$ cat src/rtl/core/tml_pkg.sv
// shared types, codes and helper functions for the template markup lexer
`default_nettype none
package tml_pkg;

	localparam int LINE_BITS_DEF = 16;
	localparam int INT_BITS_DEF  = 32;
	localparam int FIFO_DEPTH    = 4;
	localparam int MAX_RES       = 3;

	typedef enum logic [3:0] {
		M_TEXT    = 4'd0,
		M_TEXT_LT = 4'd1,
		M_ESC     = 4'd2,
		M_COMMENT = 4'd3,
		M_VERB    = 4'd4,
		M_EXPR    = 4'd5,
		M_OP      = 4'd6,
		M_QUOTE   = 4'd7,
		M_DEC     = 4'd8,
		M_FRAC    = 4'd9,
		M_HEX     = 4'd10,
		M_ID      = 4'd11,
		M_HALT    = 4'd12
	} mode_t;

	typedef enum logic [0:0] {
		CFG_IGNORE_EOF   = 1'b0,
		CFG_SINGLE_STATE = 1'b1
	} cfg_idx_t;

	localparam logic [5:0] K_TEXT   = 6'd0;
	localparam logic [5:0] K_ESC    = 6'd1;
	localparam logic [5:0] K_VERB   = 6'd2;
	localparam logic [5:0] K_LT     = 6'd3;
	localparam logic [5:0] K_GT     = 6'd4;
	localparam logic [5:0] K_SHR    = 6'd5;
	localparam logic [5:0] K_GE     = 6'd6;
	localparam logic [5:0] K_SHL    = 6'd7;
	localparam logic [5:0] K_LE     = 6'd8;
	localparam logic [5:0] K_PLUS   = 6'd9;
	localparam logic [5:0] K_MINUS  = 6'd10;
	localparam logic [5:0] K_SLASH  = 6'd11;
	localparam logic [5:0] K_PCT    = 6'd12;
	localparam logic [5:0] K_STAR   = 6'd13;
	localparam logic [5:0] K_QMARK  = 6'd14;
	localparam logic [5:0] K_SCOPE  = 6'd15;
	localparam logic [5:0] K_COLON  = 6'd16;
	localparam logic [5:0] K_COMMA  = 6'd17;
	localparam logic [5:0] K_EQ     = 6'd18;
	localparam logic [5:0] K_ASSIGN = 6'd19;
	localparam logic [5:0] K_NE     = 6'd20;
	localparam logic [5:0] K_NOT    = 6'd21;
	localparam logic [5:0] K_LAND   = 6'd22;
	localparam logic [5:0] K_AND    = 6'd23;
	localparam logic [5:0] K_LOR    = 6'd24;
	localparam logic [5:0] K_OR     = 6'd25;
	localparam logic [5:0] K_DOT    = 6'd26;
	localparam logic [5:0] K_LPAREN = 6'd27;
	localparam logic [5:0] K_RPAREN = 6'd28;
	localparam logic [5:0] K_LBRACK = 6'd29;
	localparam logic [5:0] K_RBRACK = 6'd30;
	localparam logic [5:0] K_LBRACE = 6'd31;
	localparam logic [5:0] K_RBRACE = 6'd32;
	localparam logic [5:0] K_ID     = 6'd33;
	localparam logic [5:0] K_STR    = 6'd34;
	localparam logic [5:0] K_BOOL   = 6'd35;
	localparam logic [5:0] K_INT    = 6'd36;
	localparam logic [5:0] K_FLOAT  = 6'd37;
	localparam logic [5:0] K_DONE   = 6'd38;
	localparam logic [5:0] K_ERR    = 6'd39;

	localparam logic [3:0] E_NONE    = 4'd0;
	localparam logic [3:0] E_ESC     = 4'd1;
	localparam logic [3:0] E_COMMENT = 4'd2;
	localparam logic [3:0] E_VERB    = 4'd3;
	localparam logic [3:0] E_LT      = 4'd4;
	localparam logic [3:0] E_ID      = 4'd5;
	localparam logic [3:0] E_STR     = 4'd6;
	localparam logic [3:0] E_NUM     = 4'd7;
	localparam logic [3:0] E_CHAR    = 4'd8;
	localparam logic [3:0] E_EOF     = 4'd9;

	localparam logic [1:0] W_NONE  = 2'd0;
	localparam logic [1:0] W_TRUE  = 2'd1;
	localparam logic [1:0] W_FALSE = 2'd2;

	function automatic logic is_hex(input logic [7:0] c);
		return (c inside {["0":"9"], ["a":"f"], ["A":"F"]});
	endfunction

	function automatic logic [3:0] hex_val(input logic [7:0] c);
		logic [3:0] v;
		if (c inside {["0":"9"]}) v = c[3:0];
		else v = 4'(c[3:0] + 4'd9);
		return v;
	endfunction

	function automatic logic is_alpha(input logic [7:0] c);
		return (c inside {["a":"z"], ["A":"Z"], "_"});
	endfunction

	function automatic logic is_digit(input logic [7:0] c);
		return (c inside {["0":"9"]});
	endfunction

	// letter of true or false at a position
	function automatic logic [7:0] word_char(input logic [1:0] sel, input logic [2:0] pos);
		logic [7:0] ch;
		ch = 8'h00;
		if (sel == W_TRUE) begin
			case (pos)
				3'd1: ch = "r";
				3'd2: ch = "u";
				3'd3: ch = "e";
				default: ch = 8'h00;
			endcase
		end else begin
			case (pos)
				3'd1: ch = "a";
				3'd2: ch = "l";
				3'd3: ch = "s";
				3'd4: ch = "e";
				default: ch = 8'h00;
			endcase
		end
		return ch;
	endfunction

endpackage
`default_nettype wire

$ cat src/rtl/core/tml_if.sv
// channel interfaces: byte input, token output and configuration write
`default_nettype none
interface tml_in_if;
	logic       valid;
	logic       ready;
	logic [7:0] in_byte;
	logic       end_of_input;
	modport source (output valid, in_byte, end_of_input, input ready);
	modport sink (input valid, in_byte, end_of_input, output ready);
endinterface

interface tml_out_if #(
	parameter int INT_BITS  = 32,
	parameter int LINE_BITS = 16
);
	logic                 valid;
	logic                 ready;
	logic [5:0]           token_kind;
	logic [7:0]           token_byte;
	logic                 byte_valid;
	logic                 token_last;
	logic [INT_BITS-1:0]  int_value;
	logic [LINE_BITS-1:0] start_row;
	logic [LINE_BITS-1:0] start_column;
	logic [3:0]           error_code;
	modport source (output valid, token_kind, token_byte, byte_valid, token_last, int_value,
		start_row, start_column, error_code, input ready);
	modport sink (input valid, token_kind, token_byte, byte_valid, token_last, int_value,
		start_row, start_column, error_code, output ready);
endinterface

interface tml_cfg_if;
	logic       valid;
	logic       ready;
	logic [0:0] index;
	logic [0:0] data;
	modport source (output valid, index, data, input ready);
	modport sink (input valid, index, data, output ready);
endinterface
`default_nettype wire

$ cat src/rtl/core/tml_step.sv
// next-state and token logic for one byte or end of input
`default_nettype none
module tml_step
	import tml_pkg::*;
#(
	parameter int LINE_BITS = LINE_BITS_DEF,
	parameter int INT_BITS  = INT_BITS_DEF,
	localparam int W = 6 + 8 + 1 + 1 + INT_BITS + 2 * LINE_BITS + 4
) (
	input  wire logic [7:0]           c,
	input  wire logic                 eof,
	input  wire logic                 ignore_eof,
	input  wire logic                 single_state,
	input  wire mode_t                mode_q,
	input  wire logic [LINE_BITS-1:0] line_q,
	input  wire logic [LINE_BITS-1:0] col_q,
	input  wire logic [INT_BITS-1:0]  acc_q,
	input  wire logic [7:0]           look_q,
	input  wire logic [1:0]           midx_q,
	input  wire logic [1:0]           ephase_q,
	input  wire logic [3:0]           nib_q,
	input  wire logic                 pbs_q,
	input  wire logic                 topen_q,
	input  wire logic [LINE_BITS-1:0] tok_row_q,
	input  wire logic [LINE_BITS-1:0] tok_col_q,
	input  wire logic [LINE_BITS-1:0] pend_row_q,
	input  wire logic [LINE_BITS-1:0] pend_col_q,
	input  wire logic [1:0]           wsel_q,
	input  wire logic [2:0]           wpos_q,
	output mode_t                     mode_n,
	output logic [LINE_BITS-1:0]      line_n,
	output logic [LINE_BITS-1:0]      col_n,
	output logic [INT_BITS-1:0]       acc_n,
	output logic [7:0]                look_n,
	output logic [1:0]                midx_n,
	output logic [1:0]                ephase_n,
	output logic [3:0]                nib_n,
	output logic                      pbs_n,
	output logic                      topen_n,
	output logic [LINE_BITS-1:0]      tok_row_n,
	output logic [LINE_BITS-1:0]      tok_col_n,
	output logic [LINE_BITS-1:0]      pend_row_n,
	output logic [LINE_BITS-1:0]      pend_col_n,
	output logic [1:0]                wsel_n,
	output logic [2:0]                wpos_n,
	output logic [1:0]                res_n,
	output logic [3*W-1:0]            res_flat
);

	typedef struct packed {
		logic [5:0]           kind;
		logic [7:0]           tbyte;
		logic                 bvalid;
		logic                 last;
		logic [INT_BITS-1:0]  ival;
		logic [LINE_BITS-1:0] row;
		logic [LINE_BITS-1:0] col;
		logic [3:0]           err;
	} res_t;

	function automatic res_t mk(input logic [5:0] k, input logic [7:0] b, input logic v,
		input logic l, input logic [INT_BITS-1:0] iv, input logic [LINE_BITS-1:0] r,
		input logic [LINE_BITS-1:0] cl, input logic [3:0] e);
		res_t x;
		x.kind = k; x.tbyte = b; x.bvalid = v; x.last = l;
		x.ival = iv; x.row = r; x.col = cl; x.err = e;
		return x;
	endfunction

	res_t       res [MAX_RES];
	logic [1:0] n;
	logic       do_text;
	logic       do_expr;
	logic       skip;
	logic       word_b;
	logic [5:0] qkind;
	logic [5:0] k1;
	logic [5:0] k2;
	logic [7:0] s;
	logic [5:0] sk;
	logic [7:0] ebyte;
	logic [INT_BITS-1:0] zero_i;

	assign zero_i = '0;
	assign res_n = n;
	assign res_flat = {res[2], res[1], res[0]};

	always_comb begin
		mode_n = mode_q; line_n = line_q; col_n = col_q; acc_n = acc_q; look_n = look_q;
		midx_n = midx_q; ephase_n = ephase_q; nib_n = nib_q; pbs_n = pbs_q;
		topen_n = topen_q; tok_row_n = tok_row_q; tok_col_n = tok_col_q;
		pend_row_n = pend_row_q; pend_col_n = pend_col_q; wsel_n = wsel_q; wpos_n = wpos_q;
		n = 2'd0; do_text = 1'b0; do_expr = 1'b0; skip = 1'b0; sk = K_TEXT;
		for (int i = 0; i < MAX_RES; i++) res[i] = '0;
		qkind = (look_q == "\"") ? K_STR : K_ID;
		word_b = (wsel_q != W_NONE) && (wpos_q == ((wsel_q == W_TRUE) ? 3'd4 : 3'd5));
		// held one-character operator and its two-character partner
		s = (look_q == "!") ? "=" : look_q;
		case (look_q)
			":": begin k2 = K_SCOPE; k1 = K_COLON; end
			"=": begin k2 = K_EQ; k1 = K_ASSIGN; end
			"!": begin k2 = K_NE; k1 = K_NOT; end
			"&": begin k2 = K_LAND; k1 = K_AND; end
			default: begin k2 = K_LOR; k1 = K_OR; end
		endcase
		ebyte = (ephase_q == 2'd2) ? {4'd0, nib_q} : 8'd0;

		if (mode_q == M_HALT) begin
			// halted until reset
		end else if (eof) begin
			case (mode_q)
				M_TEXT, M_TEXT_LT: begin
					if (topen_q) begin
						res[n] = mk(K_TEXT, 8'd0, 1'b0, 1'b1, zero_i, tok_row_q, tok_col_q, E_NONE);
						n = n + 2'd1;
						topen_n = 1'b0;
					end
					if (mode_q == M_TEXT_LT) begin
						res[n] = mk(K_LT, 8'd0, 1'b0, 1'b1, zero_i, pend_row_q, pend_col_q, E_NONE);
						n = n + 2'd1;
						if (ignore_eof || single_state) begin
							res[n] = mk(K_DONE, 8'd0, 1'b0, 1'b1, zero_i, line_q, col_q, E_NONE);
						end else begin
							res[n] = mk(K_ERR, 8'd0, 1'b0, 1'b1, zero_i, line_q, col_q, E_EOF);
						end
					end else begin
						res[n] = mk(K_DONE, 8'd0, 1'b0, 1'b1, zero_i, line_q, col_q, E_NONE);
					end
					n = n + 2'd1;
					mode_n = M_HALT;
				end
				M_ESC: begin
					if (ignore_eof) begin
						res[n] = mk(K_ESC, 8'd0, 1'b0, 1'b1, zero_i, tok_row_q, tok_col_q, E_NONE);
						n = n + 2'd1;
						res[n] = mk(K_DONE, 8'd0, 1'b0, 1'b1, zero_i, line_q, col_q, E_NONE);
					end else if (single_state) begin
						res[n] = mk(K_DONE, 8'd0, 1'b0, 1'b1, zero_i, line_q, col_q, E_NONE);
					end else begin
						res[n] = mk(K_ERR, 8'd0, 1'b0, 1'b1, zero_i, line_q, col_q, E_ESC);
					end
					n = n + 2'd1;
					mode_n = M_HALT;
				end
				M_COMMENT: begin
					if (ignore_eof) begin
						res[n] = mk(K_DONE, 8'd0, 1'b0, 1'b1, zero_i, line_q, col_q, E_NONE);
					end else begin
						res[n] = mk(K_ERR, 8'd0, 1'b0, 1'b1, zero_i, line_q, col_q, E_COMMENT);
					end
					n = n + 2'd1;
					mode_n = M_HALT;
				end
				M_VERB: begin
					if (!ignore_eof) begin
						res[n] = mk(K_ERR, 8'd0, 1'b0, 1'b1, zero_i, line_q, col_q, E_VERB);
					end else begin
						if (midx_q != 2'd0) begin
							res[n] = mk(K_VERB, "|", 1'b1, 1'b0, zero_i, tok_row_q, tok_col_q, E_NONE);
							n = n + 2'd1;
						end
						res[n] = mk(K_VERB, 8'd0, 1'b0, 1'b1, zero_i, tok_row_q, tok_col_q, E_NONE);
						n = n + 2'd1;
						res[n] = mk(K_DONE, 8'd0, 1'b0, 1'b1, zero_i, line_q, col_q, E_NONE);
					end
					n = n + 2'd1;
					mode_n = M_HALT;
				end
				M_EXPR, M_OP: begin
					if (mode_q == M_OP && look_q == "<") begin
						res[n] = mk(K_ERR, 8'd0, 1'b0, 1'b1, zero_i, line_q, col_q, E_LT);
					end else if (mode_q == M_OP && look_q == ">") begin
						res[n] = mk(K_GT, 8'd0, 1'b0, 1'b1, zero_i, pend_row_q, pend_col_q, E_NONE);
						n = n + 2'd1;
						res[n] = mk(K_DONE, 8'd0, 1'b0, 1'b1, zero_i, line_q, col_q, E_NONE);
					end else begin
						if (mode_q == M_OP) begin
							res[n] = mk(k1, 8'd0, 1'b0, 1'b1, zero_i, pend_row_q, pend_col_q, E_NONE);
							n = n + 2'd1;
						end
						if (ignore_eof || single_state) begin
							res[n] = mk(K_DONE, 8'd0, 1'b0, 1'b1, zero_i, line_q, col_q, E_NONE);
						end else begin
							res[n] = mk(K_ERR, 8'd0, 1'b0, 1'b1, zero_i, line_q, col_q, E_EOF);
						end
					end
					n = n + 2'd1;
					mode_n = M_HALT;
				end
				M_QUOTE: begin
					if (!ignore_eof) begin
						res[n] = mk(K_ERR, 8'd0, 1'b0, 1'b1, zero_i, line_q, col_q,
							(qkind == K_STR) ? E_STR : E_ID);
					end else begin
						if (ephase_q != 2'd0) begin
							res[n] = mk(qkind, ebyte, 1'b1, 1'b0, zero_i, tok_row_q, tok_col_q, E_NONE);
							n = n + 2'd1;
						end
						res[n] = mk(qkind, 8'd0, 1'b0, 1'b1, zero_i, tok_row_q, tok_col_q, E_NONE);
						n = n + 2'd1;
						res[n] = mk(K_DONE, 8'd0, 1'b0, 1'b1, zero_i, line_q, col_q, E_NONE);
					end
					n = n + 2'd1;
					mode_n = M_HALT;
				end
				M_DEC, M_FRAC, M_HEX: begin
					if (!ignore_eof || (mode_q == M_HEX && midx_q == 2'd0)) begin
						res[n] = mk(K_ERR, 8'd0, 1'b0, 1'b1, zero_i, line_q, col_q, E_NUM);
					end else begin
						if (mode_q == M_FRAC) begin
							res[n] = mk(K_FLOAT, 8'd0, 1'b0, 1'b1, zero_i, tok_row_q, tok_col_q, E_NONE);
						end else begin
							res[n] = mk(K_INT, 8'd0, 1'b0, 1'b1, acc_q, tok_row_q, tok_col_q, E_NONE);
						end
						n = n + 2'd1;
						res[n] = mk(K_DONE, 8'd0, 1'b0, 1'b1, zero_i, line_q, col_q, E_NONE);
					end
					n = n + 2'd1;
					mode_n = M_HALT;
				end
				M_ID: begin
					if (!ignore_eof) begin
						res[n] = mk(K_ERR, 8'd0, 1'b0, 1'b1, zero_i, line_q, col_q, E_ID);
					end else begin
						res[n] = mk(word_b ? K_BOOL : K_ID, 8'd0, 1'b0, 1'b1,
							INT_BITS'(word_b && wsel_q == W_TRUE), tok_row_q, tok_col_q, E_NONE);
						n = n + 2'd1;
						res[n] = mk(K_DONE, 8'd0, 1'b0, 1'b1, zero_i, line_q, col_q, E_NONE);
					end
					n = n + 2'd1;
					mode_n = M_HALT;
				end
				default: begin
				end
			endcase
		end else begin
			case (mode_q)
				M_TEXT: do_text = 1'b1;
				M_TEXT_LT: begin
					if (c == " " || c inside {[8'd9:8'd13]}) begin
						if (!topen_n) begin
							topen_n = 1'b1; tok_row_n = pend_row_q; tok_col_n = pend_col_q;
						end
						res[n] = mk(K_TEXT, "<", 1'b1, 1'b0, zero_i, tok_row_n, tok_col_n, E_NONE);
						n = n + 2'd1;
						mode_n = M_TEXT;
						do_text = 1'b1;
					end else begin
						if (topen_q) begin
							res[n] = mk(K_TEXT, 8'd0, 1'b0, 1'b1, zero_i, tok_row_q, tok_col_q, E_NONE);
							n = n + 2'd1;
							topen_n = 1'b0;
						end
						tok_row_n = pend_row_q; tok_col_n = pend_col_q; midx_n = 2'd0;
						if (c == "!") mode_n = M_COMMENT;
						else if (c == "|") mode_n = M_VERB;
						else begin
							res[n] = mk(K_LT, 8'd0, 1'b0, 1'b1, zero_i, pend_row_q, pend_col_q, E_NONE);
							n = n + 2'd1;
							mode_n = M_EXPR;
							do_expr = 1'b1;
						end
					end
				end
				M_ESC: begin
					if (c == ";") begin
						res[n] = mk(K_ESC, 8'd0, 1'b0, 1'b1, zero_i, tok_row_q, tok_col_q, E_NONE);
						mode_n = M_TEXT;
					end else begin
						res[n] = mk(K_ESC, c, 1'b1, 1'b0, zero_i, tok_row_q, tok_col_q, E_NONE);
					end
					n = n + 2'd1;
				end
				M_COMMENT: begin
					if (c == "-") begin
						if (midx_q < 2'd2) midx_n = midx_q + 2'd1;
					end else if (c == ">" && midx_q == 2'd2) begin
						midx_n = 2'd0; mode_n = M_TEXT;
					end else midx_n = 2'd0;
				end
				M_VERB: begin
					if (midx_q != 2'd0) begin
						if (c == ">") begin
							midx_n = 2'd0;
							res[n] = mk(K_VERB, 8'd0, 1'b0, 1'b1, zero_i, tok_row_q, tok_col_q, E_NONE);
							n = n + 2'd1;
							mode_n = M_TEXT;
						end else begin
							res[n] = mk(K_VERB, "|", 1'b1, 1'b0, zero_i, tok_row_q, tok_col_q, E_NONE);
							n = n + 2'd1;
							if (c != "|") begin
								midx_n = 2'd0;
								res[n] = mk(K_VERB, c, 1'b1, 1'b0, zero_i, tok_row_q, tok_col_q, E_NONE);
								n = n + 2'd1;
							end
						end
					end else if (c == "|") midx_n = 2'd1;
					else begin
						res[n] = mk(K_VERB, c, 1'b1, 1'b0, zero_i, tok_row_q, tok_col_q, E_NONE);
						n = n + 2'd1;
					end
				end
				M_EXPR: do_expr = 1'b1;
				M_OP: begin
					mode_n = M_EXPR;
					if (look_q == ">" || look_q == "<") begin
						if (c == look_q || c == "=") begin
							if (c == look_q) sk = (look_q == ">") ? K_SHR : K_SHL;
							else sk = (look_q == ">") ? K_GE : K_LE;
							res[n] = mk(sk, 8'd0, 1'b0, 1'b1, zero_i, pend_row_q, pend_col_q, E_NONE);
							n = n + 2'd1;
						end else if (look_q == "<") begin
							res[n] = mk(K_ERR, 8'd0, 1'b0, 1'b1, zero_i, line_q, col_q, E_LT);
							n = n + 2'd1;
							mode_n = M_HALT;
						end else begin
							res[n] = mk(K_GT, 8'd0, 1'b0, 1'b1, zero_i, pend_row_q, pend_col_q, E_NONE);
							n = n + 2'd1;
							mode_n = M_TEXT;
							do_text = 1'b1;
						end
					end else if (c == s) begin
						res[n] = mk(k2, 8'd0, 1'b0, 1'b1, zero_i, pend_row_q, pend_col_q, E_NONE);
						n = n + 2'd1;
					end else begin
						res[n] = mk(k1, 8'd0, 1'b0, 1'b1, zero_i, pend_row_q, pend_col_q, E_NONE);
						n = n + 2'd1;
						do_expr = 1'b1;
					end
				end
				M_QUOTE: begin
					// pending hex escape first, then backslash, then plain bytes
					if (ephase_q != 2'd0) begin
						if (is_hex(c)) begin
							skip = 1'b1;
							if (ephase_q == 2'd1) begin
								nib_n = hex_val(c); ephase_n = 2'd2;
							end else begin
								res[n] = mk(qkind, {nib_q, hex_val(c)}, 1'b1, 1'b0, zero_i,
									tok_row_q, tok_col_q, E_NONE);
								n = n + 2'd1;
								ephase_n = 2'd0;
							end
						end else begin
							res[n] = mk(qkind, ebyte, 1'b1, 1'b0, zero_i, tok_row_q, tok_col_q, E_NONE);
							n = n + 2'd1;
							ephase_n = 2'd0;
						end
					end
					if (!skip) begin
						if (pbs_q) begin
							pbs_n = 1'b0;
							if (c == "x") ephase_n = 2'd1;
							else begin
								res[n] = mk(qkind, (c == "n") ? 8'd10 : ((c == "t") ? 8'd9 : c),
									1'b1, 1'b0, zero_i, tok_row_q, tok_col_q, E_NONE);
								n = n + 2'd1;
							end
						end else if (c == "\\") pbs_n = 1'b1;
						else if (c == look_q) begin
							res[n] = mk(qkind, 8'd0, 1'b0, 1'b1, zero_i, tok_row_q, tok_col_q, E_NONE);
							n = n + 2'd1;
							mode_n = M_EXPR;
						end else begin
							res[n] = mk(qkind, c, 1'b1, 1'b0, zero_i, tok_row_q, tok_col_q, E_NONE);
							n = n + 2'd1;
						end
					end
				end
				M_DEC: begin
					if (is_digit(c)) begin
						acc_n = (acc_q << 3) + (acc_q << 1) + INT_BITS'(c[3:0]);
						midx_n = 2'd0;
						res[n] = mk(K_INT, c, 1'b1, 1'b0, zero_i, tok_row_q, tok_col_q, E_NONE);
					end else if ((c == "x" || c == "X") && midx_q == 2'd1) begin
						acc_n = '0; midx_n = 2'd0; mode_n = M_HEX;
						res[n] = mk(K_INT, c, 1'b1, 1'b0, zero_i, tok_row_q, tok_col_q, E_NONE);
					end else if (c == ".") begin
						mode_n = M_FRAC;
						res[n] = mk(K_FLOAT, c, 1'b1, 1'b0, zero_i, tok_row_q, tok_col_q, E_NONE);
					end else begin
						res[n] = mk(K_INT, 8'd0, 1'b0, 1'b1, acc_q, tok_row_q, tok_col_q, E_NONE);
						mode_n = M_EXPR; do_expr = 1'b1;
					end
					n = n + 2'd1;
				end
				M_FRAC: begin
					if (is_digit(c)) begin
						res[n] = mk(K_FLOAT, c, 1'b1, 1'b0, zero_i, tok_row_q, tok_col_q, E_NONE);
					end else begin
						res[n] = mk(K_FLOAT, 8'd0, 1'b0, 1'b1, zero_i, tok_row_q, tok_col_q, E_NONE);
						mode_n = M_EXPR; do_expr = 1'b1;
					end
					n = n + 2'd1;
				end
				M_HEX: begin
					if (is_hex(c)) begin
						acc_n = (acc_q << 4) | INT_BITS'(hex_val(c));
						midx_n = 2'd1;
						res[n] = mk(K_INT, c, 1'b1, 1'b0, zero_i, tok_row_q, tok_col_q, E_NONE);
					end else if (midx_q == 2'd0) begin
						res[n] = mk(K_ERR, 8'd0, 1'b0, 1'b1, zero_i, line_q, col_q, E_NUM);
						mode_n = M_HALT;
					end else begin
						res[n] = mk(K_INT, 8'd0, 1'b0, 1'b1, acc_q, tok_row_q, tok_col_q, E_NONE);
						mode_n = M_EXPR; do_expr = 1'b1;
					end
					n = n + 2'd1;
				end
				M_ID: begin
					if (is_alpha(c) || is_digit(c)) begin
						if (wsel_q != W_NONE) begin
							if (wpos_q < ((wsel_q == W_TRUE) ? 3'd4 : 3'd5) &&
								c == word_char(wsel_q, wpos_q)) wpos_n = wpos_q + 3'd1;
							else wsel_n = W_NONE;
						end
						res[n] = mk(K_ID, c, 1'b1, 1'b0, zero_i, tok_row_q, tok_col_q, E_NONE);
					end else begin
						res[n] = mk(word_b ? K_BOOL : K_ID, 8'd0, 1'b0, 1'b1,
							INT_BITS'(word_b && wsel_q == W_TRUE), tok_row_q, tok_col_q, E_NONE);
						mode_n = M_EXPR; do_expr = 1'b1;
					end
					n = n + 2'd1;
				end
				default: begin
				end
			endcase

			// plain text byte
			if (do_text) begin
				if (c == "&") begin
					if (topen_n) begin
						res[n] = mk(K_TEXT, 8'd0, 1'b0, 1'b1, zero_i, tok_row_n, tok_col_n, E_NONE);
						n = n + 2'd1;
						topen_n = 1'b0;
					end
					tok_row_n = line_q; tok_col_n = col_q; mode_n = M_ESC;
				end else if (c == "<") begin
					pend_row_n = line_q; pend_col_n = col_q; mode_n = M_TEXT_LT;
				end else begin
					if (!topen_n) begin
						topen_n = 1'b1; tok_row_n = line_q; tok_col_n = col_q;
					end
					res[n] = mk(K_TEXT, c, 1'b1, 1'b0, zero_i, tok_row_n, tok_col_n, E_NONE);
					n = n + 2'd1;
				end
			end

			// byte between command tokens
			if (do_expr) begin
				pend_row_n = line_q; pend_col_n = col_q;
				sk = K_TEXT;
				case (c)
					"+": sk = K_PLUS;
					"-": sk = K_MINUS;
					"/": sk = K_SLASH;
					"%": sk = K_PCT;
					"*": sk = K_STAR;
					"?": sk = K_QMARK;
					",": sk = K_COMMA;
					".": sk = K_DOT;
					"(": sk = K_LPAREN;
					")": sk = K_RPAREN;
					"[": sk = K_LBRACK;
					"]": sk = K_RBRACK;
					"{": sk = K_LBRACE;
					"}": sk = K_RBRACE;
					default: sk = K_TEXT;
				endcase
				if (c inside {" ", 8'd10, 8'd9}) begin
					// skipped
				end else if (c inside {">", "<", ":", "=", "!", "&", "|"}) begin
					look_n = c; mode_n = M_OP;
				end else if (c == "'" || c == "\"") begin
					look_n = c; tok_row_n = line_q; tok_col_n = col_q;
					pbs_n = 1'b0; ephase_n = 2'd0; mode_n = M_QUOTE;
				end else if (sk != K_TEXT) begin
					res[n] = mk(sk, 8'd0, 1'b0, 1'b1, zero_i, line_q, col_q, E_NONE);
					n = n + 2'd1;
				end else begin
					tok_row_n = line_q; tok_col_n = col_q;
					if (is_digit(c)) begin
						acc_n = INT_BITS'(c[3:0]);
						midx_n = (c == "0") ? 2'd1 : 2'd0;
						mode_n = M_DEC;
						res[n] = mk(K_INT, c, 1'b1, 1'b0, zero_i, line_q, col_q, E_NONE);
					end else if (is_alpha(c)) begin
						wsel_n = (c == "t") ? W_TRUE : ((c == "f") ? W_FALSE : W_NONE);
						wpos_n = 3'd1;
						mode_n = M_ID;
						res[n] = mk(K_ID, c, 1'b1, 1'b0, zero_i, line_q, col_q, E_NONE);
					end else begin
						res[n] = mk(K_ERR, 8'd0, 1'b0, 1'b1, zero_i, line_q, col_q, E_CHAR);
						mode_n = M_HALT;
					end
					n = n + 2'd1;
				end
			end

			// position of the next byte
			if (c == 8'd10) begin
				line_n = line_q + 1'b1; col_n = '0;
			end else begin
				col_n = col_q + ((c == 8'd9) ? LINE_BITS'(8) : LINE_BITS'(1));
			end
		end
	end

endmodule
`default_nettype wire

$ cat src/rtl/core/tml_fifo.sv
// result queue: up to three writes per cycle, one read
`default_nettype none
module tml_fifo
	import tml_pkg::*;
#(
	parameter int W = 8
) (
	input  wire logic             clk,
	input  wire logic             arst_n,
	input  wire logic [1:0]       wr_n,
	input  wire logic [3*W-1:0]   wr_data,
	input  wire logic             rd,
	output logic [W-1:0]          rd_data,
	output logic                  not_empty,
	output logic                  room
);

	localparam int PW = $clog2(FIFO_DEPTH);

	logic [W-1:0]  mem_q [FIFO_DEPTH];
	logic [PW-1:0] wr_ptr_q;
	logic [PW-1:0] rd_ptr_q;
	logic [PW:0]   count_q;
	logic          pop;

	assign pop       = rd && (count_q != '0);
	assign not_empty = (count_q != '0);
	assign room      = (count_q <= (PW+1)'(FIFO_DEPTH - MAX_RES));
	assign rd_data   = mem_q[rd_ptr_q];

	always_ff @(posedge clk) begin
		for (int i = 0; i < MAX_RES; i++) begin
			if (2'(i) < wr_n) mem_q[PW'(wr_ptr_q + PW'(i))] <= wr_data[i*W +: W];
		end
	end

	always_ff @(posedge clk or negedge arst_n) begin
		if (!arst_n) begin
			wr_ptr_q <= '0;
			rd_ptr_q <= '0;
			count_q  <= '0;
		end else begin
			wr_ptr_q <= wr_ptr_q + PW'(wr_n);
			if (pop) rd_ptr_q <= rd_ptr_q + 1'b1;
			count_q <= count_q + (PW+1)'(wr_n) - (PW+1)'(pop);
		end
	end

endmodule
`default_nettype wire

$ cat src/rtl/core/template_markup_lexer.sv
// top level of the template markup lexer
// usage:
//   byte_ch  - one item per template byte (in_byte, end_of_input); valid/ready
//   token_ch - one item per result: kind, body byte, last flag, integer value,
//              start row/column and error code; valid/ready
//   cfg      - register writes (index 0 ignore_eof, index 1 single_state),
//              always ready; write only while the block is idle
// each byte is lexed in the cycle it is accepted and gives zero to three
// results, written to a four-entry result queue; the first result shows on
// token_ch once the results queued ahead of it have been read
// throughput: one byte per cycle while each byte gives at most one result and
// the receiver keeps up; byte_ch is ready whenever the queue has room for
// three results, so bytes giving several results are paced by the one-per-cycle
// drain of token_ch
// receiver stall: results wait in the queue, byte_ch drops ready when fewer
// than three free entries remain
// after done or an error every further byte is taken and ignored
// reset: text mode, row one, column zero, queue empty, both registers cleared
`default_nettype none
module template_markup_lexer
	import tml_pkg::*;
#(
	parameter int LINE_BITS = LINE_BITS_DEF,
	parameter int INT_BITS  = INT_BITS_DEF
) (
	input wire logic   clk,
	input wire logic   arst_n,
	tml_in_if.sink     byte_ch,
	tml_out_if.source  token_ch,
	tml_cfg_if.sink    cfg
);

	localparam int W = 6 + 8 + 1 + 1 + INT_BITS + 2 * LINE_BITS + 4;

	typedef struct packed {
		logic [5:0]           kind;
		logic [7:0]           tbyte;
		logic                 bvalid;
		logic                 last;
		logic [INT_BITS-1:0]  ival;
		logic [LINE_BITS-1:0] row;
		logic [LINE_BITS-1:0] col;
		logic [3:0]           err;
	} res_t;

	// configuration registers
	logic ignore_eof_q;
	logic single_state_q;

	// lexer state
	mode_t                mode_q, mode_n;
	logic [LINE_BITS-1:0] line_q, line_n, col_q, col_n;
	logic [INT_BITS-1:0]  acc_q, acc_n;
	logic [7:0]           look_q, look_n;
	logic [1:0]           midx_q, midx_n, ephase_q, ephase_n;
	logic [3:0]           nib_q, nib_n;
	logic                 pbs_q, pbs_n, topen_q, topen_n;
	logic [LINE_BITS-1:0] tok_row_q, tok_row_n, tok_col_q, tok_col_n;
	logic [LINE_BITS-1:0] pend_row_q, pend_row_n, pend_col_q, pend_col_n;
	logic [1:0]           wsel_q, wsel_n;
	logic [2:0]           wpos_q, wpos_n;

	logic [1:0]     res_n;
	logic [3*W-1:0] res_flat;
	logic           accept;
	logic           room;
	logic           not_empty;
	logic [W-1:0]   head;
	res_t           head_r;

	assign cfg.ready     = 1'b1;
	assign byte_ch.ready = room;
	assign accept        = byte_ch.valid && room;

	always_ff @(posedge clk or negedge arst_n) begin
		if (!arst_n) begin
			ignore_eof_q   <= 1'b0;
			single_state_q <= 1'b0;
		end else if (cfg.valid) begin
			case (cfg_idx_t'(cfg.index))
				CFG_IGNORE_EOF:   ignore_eof_q   <= cfg.data[0];
				CFG_SINGLE_STATE: single_state_q <= cfg.data[0];
				default: begin
				end
			endcase
		end
	end

	tml_step #(
		.LINE_BITS (LINE_BITS),
		.INT_BITS  (INT_BITS)
	) u_step (
		.c            (byte_ch.in_byte),
		.eof          (byte_ch.end_of_input),
		.ignore_eof   (ignore_eof_q),
		.single_state (single_state_q),
		.mode_q, .line_q, .col_q, .acc_q, .look_q, .midx_q, .ephase_q, .nib_q,
		.pbs_q, .topen_q, .tok_row_q, .tok_col_q, .pend_row_q, .pend_col_q,
		.wsel_q, .wpos_q,
		.mode_n, .line_n, .col_n, .acc_n, .look_n, .midx_n, .ephase_n, .nib_n,
		.pbs_n, .topen_n, .tok_row_n, .tok_col_n, .pend_row_n, .pend_col_n,
		.wsel_n, .wpos_n,
		.res_n, .res_flat
	);

	// state register, updated once per accepted item
	always_ff @(posedge clk or negedge arst_n) begin
		if (!arst_n) begin
			mode_q     <= M_TEXT;
			line_q     <= LINE_BITS'(1);
			col_q      <= '0;
			acc_q      <= '0;
			look_q     <= '0;
			midx_q     <= '0;
			ephase_q   <= '0;
			nib_q      <= '0;
			pbs_q      <= 1'b0;
			topen_q    <= 1'b0;
			tok_row_q  <= '0;
			tok_col_q  <= '0;
			pend_row_q <= '0;
			pend_col_q <= '0;
			wsel_q     <= W_NONE;
			wpos_q     <= '0;
		end else if (accept) begin
			mode_q     <= mode_n;
			line_q     <= line_n;
			col_q      <= col_n;
			acc_q      <= acc_n;
			look_q     <= look_n;
			midx_q     <= midx_n;
			ephase_q   <= ephase_n;
			nib_q      <= nib_n;
			pbs_q      <= pbs_n;
			topen_q    <= topen_n;
			tok_row_q  <= tok_row_n;
			tok_col_q  <= tok_col_n;
			pend_row_q <= pend_row_n;
			pend_col_q <= pend_col_n;
			wsel_q     <= wsel_n;
			wpos_q     <= wpos_n;
		end
	end

	// result queue decouples the lexer from the receiver
	tml_fifo #(
		.W (W)
	) u_fifo (
		.clk       (clk),
		.arst_n    (arst_n),
		.wr_n      (accept ? res_n : 2'd0),
		.wr_data   (res_flat),
		.rd        (token_ch.ready),
		.rd_data   (head),
		.not_empty (not_empty),
		.room      (room)
	);

	assign head_r                = res_t'(head);
	assign token_ch.valid        = not_empty;
	assign token_ch.token_kind   = head_r.kind;
	assign token_ch.token_byte   = head_r.tbyte;
	assign token_ch.byte_valid   = head_r.bvalid;
	assign token_ch.token_last   = head_r.last;
	assign token_ch.int_value    = head_r.ival;
	assign token_ch.start_row    = head_r.row;
	assign token_ch.start_column = head_r.col;
	assign token_ch.error_code   = head_r.err;

endmodule
`default_nettype wire

$ cat src/flat_wrapper.sv
// flat-port wrapper written by rule: the top's interface ports become plain ports
module template_markup_lexer_flat import tml_pkg::*;
#(
	parameter int LINE_BITS = LINE_BITS_DEF,
	parameter int INT_BITS  = INT_BITS_DEF
)
  (clk, arst_n, byte_ch_valid, byte_ch_in_byte, byte_ch_end_of_input, byte_ch_ready, token_ch_valid, token_ch_token_kind, token_ch_token_byte, token_ch_byte_valid, token_ch_token_last, token_ch_int_value, token_ch_start_row, token_ch_start_column, token_ch_error_code, token_ch_ready, cfg_valid, cfg_index, cfg_data, cfg_ready);
  tml_in_if byte_ch_i ();
  tml_out_if #(.INT_BITS(INT_BITS), .LINE_BITS(LINE_BITS)) token_ch_i ();
  tml_cfg_if cfg_i ();
  input wire logic clk;
  input wire logic arst_n;
  input wire logic [$bits(byte_ch_i.valid)-1:0] byte_ch_valid;
  input wire logic [$bits(byte_ch_i.in_byte)-1:0] byte_ch_in_byte;
  input wire logic [$bits(byte_ch_i.end_of_input)-1:0] byte_ch_end_of_input;
  output wire logic [$bits(byte_ch_i.ready)-1:0] byte_ch_ready;
  output wire logic [$bits(token_ch_i.valid)-1:0] token_ch_valid;
  output wire logic [$bits(token_ch_i.token_kind)-1:0] token_ch_token_kind;
  output wire logic [$bits(token_ch_i.token_byte)-1:0] token_ch_token_byte;
  output wire logic [$bits(token_ch_i.byte_valid)-1:0] token_ch_byte_valid;
  output wire logic [$bits(token_ch_i.token_last)-1:0] token_ch_token_last;
  output wire logic [$bits(token_ch_i.int_value)-1:0] token_ch_int_value;
  output wire logic [$bits(token_ch_i.start_row)-1:0] token_ch_start_row;
  output wire logic [$bits(token_ch_i.start_column)-1:0] token_ch_start_column;
  output wire logic [$bits(token_ch_i.error_code)-1:0] token_ch_error_code;
  input wire logic [$bits(token_ch_i.ready)-1:0] token_ch_ready;
  input wire logic [$bits(cfg_i.valid)-1:0] cfg_valid;
  input wire logic [$bits(cfg_i.index)-1:0] cfg_index;
  input wire logic [$bits(cfg_i.data)-1:0] cfg_data;
  output wire logic [$bits(cfg_i.ready)-1:0] cfg_ready;
  assign byte_ch_i.valid = byte_ch_valid;
  assign byte_ch_i.in_byte = byte_ch_in_byte;
  assign byte_ch_i.end_of_input = byte_ch_end_of_input;
  assign byte_ch_ready = byte_ch_i.ready;
  assign token_ch_valid = token_ch_i.valid;
  assign token_ch_token_kind = token_ch_i.token_kind;
  assign token_ch_token_byte = token_ch_i.token_byte;
  assign token_ch_byte_valid = token_ch_i.byte_valid;
  assign token_ch_token_last = token_ch_i.token_last;
  assign token_ch_int_value = token_ch_i.int_value;
  assign token_ch_start_row = token_ch_i.start_row;
  assign token_ch_start_column = token_ch_i.start_column;
  assign token_ch_error_code = token_ch_i.error_code;
  assign token_ch_i.ready = token_ch_ready;
  assign cfg_i.valid = cfg_valid;
  assign cfg_i.index = cfg_index;
  assign cfg_i.data = cfg_data;
  assign cfg_ready = cfg_i.ready;
  template_markup_lexer #(.LINE_BITS(LINE_BITS), .INT_BITS(INT_BITS)) u_core (.clk(clk), .arst_n(arst_n), .byte_ch(byte_ch_i), .token_ch(token_ch_i), .cfg(cfg_i));
endmodule
$ cat config.mk
export PLATFORM = sky130hd
export DESIGN_NAME = template_markup_lexer_flat
export DESIGN_NICKNAME = d
export VERILOG_FILES = /design/src/rtl/core/tml_pkg.sv /design/src/rtl/core/tml_if.sv /design/src/rtl/core/tml_step.sv /design/src/rtl/core/tml_fifo.sv /design/src/rtl/core/template_markup_lexer.sv /design/src/flat_wrapper.sv
export SDC_FILE = /design/constraint.sdc
export NUM_CORES = 2
export LEC_CHECK = 0
export BUFFER_PORTS_ARGS = -buffer_cell sky130_fd_sc_hd__buf_2
export CORE_ASPECT_RATIO = 0.9
export CORE_MARGIN = 2
export CORE_UTILIZATION = 33
export DETAILED_ROUTE_END_ITERATION = 8
export MAX_ROUTING_LAYER = met4
export PLACE_DENSITY = 0.45
export SYNTH_ARGS = -nofsm -noshare
export SYNTH_HDL_FRONTEND = slang
export SYNTH_SLANG_ARGS = --single-unit
$ cat constraint.sdc
create_clock -name clk -period 17.9 [get_ports clk]
set_clock_uncertainty 0.2 [all_clocks]
set_input_delay 0.895 -clock clk [delete_from_list [all_inputs] [get_ports clk]]
set_output_delay 0.895 -clock clk [all_outputs]
set_load 0.005 [all_outputs]
==> qor.yml <==
htreeDepth: 2
finalCritPeriodShare_pct: 48.9
async_reset_ff_share_pct: 32.8
dp_hpwl_um: 125000
syn_to_final_growth_pct: 9.78
synth_edf_count: 336
fin_nets: 4386
rows: 120
critPathKind: "primary input to register"
min_period_ns: 8.76
powerDensity_nw_per_um2: 95.2
grt_max_degree: 78
final_common_cell: "nor2_1"
ios: 103
rsz0062_at_grt: "false"
ant_nets: 0
startpoint_type: "primary input"
clk_latency_ns: 0.67
cts_root_buf: "clkbuf_16"
crit_fanout: 53
cts_sinks: 500
placed_cells: 5792
syn_nets: 4542
start_util_pct: 33.2
synthDistinctLibCells: 117
route.detailed.drc: 0
most-common-layout-cells: "nor2_1 (484), nand2_1 (391), edfxtp_1 (336), a21oi_1 (314), o21ai_0 (307)"
netlist_area_um2: 39300
wl_per_cell_um: 32.4
setup-tns-final_ns: 0
drv_slew: 0
setup_violations: 0
hold_viol_final: 0
worstPathRequired_ns: 18.01
vias: 38400
maxCapViolations: 0
leakage_uw: 0.0160
grtUsageTotal_pct: 31.3
grt_pass1_wl_um: 275000
fmax_mhz: 114
dieWidth_um: 368
synthCells: 4424
peakVddDrop_mv: 0.0798
viasPerCell: 6.50
stdcell_count: 5909
layout-drive-gt1-share_pct: 14.1
hp-class: "primary input to async pin"
die-area_um2: 122000
cts_inserted_buffers: 59
yosys_warnings: 0
clockBufferDepth: 3
ys.flop_type: "edfxtp_1"
finalWeightedCongestion: 1.01
cp.arrival_ns: 8.87
cts_resized: 0
dr.pass1.iters: 8
critPathCaptureType: "register"
grt_pass1_vias: 36500
max_slew_margin_pct: 10.3
seq_area_frac_synth_pct: 36.1
dr.first_iter.drc_count: 5111
status: "completed"
syn_avg_cell_area_um2: 8.89
io_buffer_count: 101
ys_ff_latch: 500
cts_setup_buffers: 0
drt-total-wl_um: 191000
antenna_found_initial: 6
clkTransAtPathRegs_ns: 0.06
hold_buffers: 0
die_h_um: 332
grt-ovfl-total: 0
tightestPinTransition_ns: 1.33
coreArea_um2: 119000
cts_tree: "built"
-- worst paths after layout --
path | startpoint | endpoint | slack, ns | cells past startpoint
worst max-delay path | byte_ch_in_byte[1] | u_core.u_fifo.mem_q[2][32]$_DFFE_PP_ | 9.14 | 22
worst min-delay path | arst_n | u_core.line_q[5]$_DFFE_PN0P_ | 0.12 | 1
worst max register to register | u_core.mode_q[0]$_DFFE_PN0P_ | u_core.u_fifo.mem_q[2][32]$_DFFE_PP_ | 10.42 | 16
worst min register to register | u_core.acc_q[31]$_DFFE_PN0P_ | u_core.acc_q[31]$_DFFE_PN0P_ | 0.28 | 1
max in group asynchronous | arst_n | u_core.mode_q[0]$_DFFE_PN0P_ | 16.05 | 2
min in group clk | u_core.acc_q[31]$_DFFE_PN0P_ | u_core.acc_q[31]$_DFFE_PN0P_ | 0.28 | 1
-- metrics by stage --
step | instance area, um2 | power (uW) | util [%] | hold WS [ns] | setup WS (ns)
2_1_floorplan | 39300 | 2340 | - | 0.247 | 7.65
3_3_place_gp | 41300 | 2900 | 34.8 | 0.263 | 8.63
3_5_place_dp | 41300 | 2900 | 34.8 | 0.278 | 8.50
4_1_cts | 43200 | 4110 | 36.4 | 0.132 | 9.22
5_1_grt | 43200 | 4280 | 36.4 | 0.172 | 8.68
6_report | 43200 | 4110 | 36.4 | 0.122 | 9.14
-- power by group --
group	internal [uW]	leakage [uW]	switching, uW
Combinational	556	0.00989	846
Sequential	1310	0.00515	195
Clock	661	0.000923	543
-- registers in the layout (all words and copies together) (netlist names), 8 cells and up --
register and count:
u_core.line_q 16, u_core.u_fifo.mem_q 336, u_core.col_q 16, u_core.pend_col_q 16, u_core.acc_q 32, u_core.look_q 8, u_core.tok_row_q 16, u_core.pend_row_q 16
u_core.tok_col_q 16
-- final cells by class --
class	instances	area, um2
Fill cell	12200	75400
Multi-Input combinational cell	3387	23300
Sequential cell	500	14200
Tap cell	1586	1980
Timing Repair Buffer	241	1570
Clock buffer	74	1550
Clock inverter	37	310
Inverter	79	297
Antenna cell	5	12.5
-- critical path: stages --
cell      delay, ns
buf_2          0.38
inv_1          0.18
ha_1           0.51
and3b_1        0.36
o31ai_4        0.64
o211a_1        0.64
a21oi_1        0.19
ha_1           0.31
and2_1         0.13
a221oi_1       0.37
o221a_2        0.36
ha_1           0.25
and3_1         0.19
or2_2          0.30
ha_1           0.31
o311ai_2       0.11
o31ai_4        0.22
a21oi_2        0.37
inv_1          0.21
a21oi_1        0.27
o221a_4        0.91
buf_4          0.62
-- synth_stat cells, drive strengths merged (61+ instances only) --
library cell  number  area, um2
o22ai             81        513
inv               76        285
nor3             121        611
a21oi            322       1620
buf              162        846
a221oi           111        972
mux2              61        687
mux4              84       1890
mux2i            141       1410
o21ai            350       1760
edfxtp           336      10100
ha                99       1240
nor2             500       1880
a31oi             68        432
nand2            393       1480
a211oi            94        761
clkbuf           296       1120
nand3             91        465
dfrtp            163       4080
and2              66        413
-- logic make-up (layout without fill, tap and decap cells) --
family	Yosys count	in the layout	share of synthesized area, %
adders and majority gates	103	103	3.33
and+or+nand+nor	1403	1403	16.4
xor gates and xnor gates	70	70	1.59
DFF	500	500	36.1
muxes	286	286	10.1
AOI/OAI and AO/OA	1524	1524	26.7
other	1	6	0.00953
buffers and inverters	537	431	5.75
-- per-layer routing --
metal | track usage (%) | vias to the layer above | share of wire (%)
met2 | 46.7 | 2256 | 44
met3 | 5.95 | 573 | 8.6
li1 | - | 16600 | -
met1 | 39.3 | 18900 | 40
met5 | - | - | 0
met4 | 19.1 | 0 | 7.2
No activity file was read; power rests on OpenSTA's default activity.
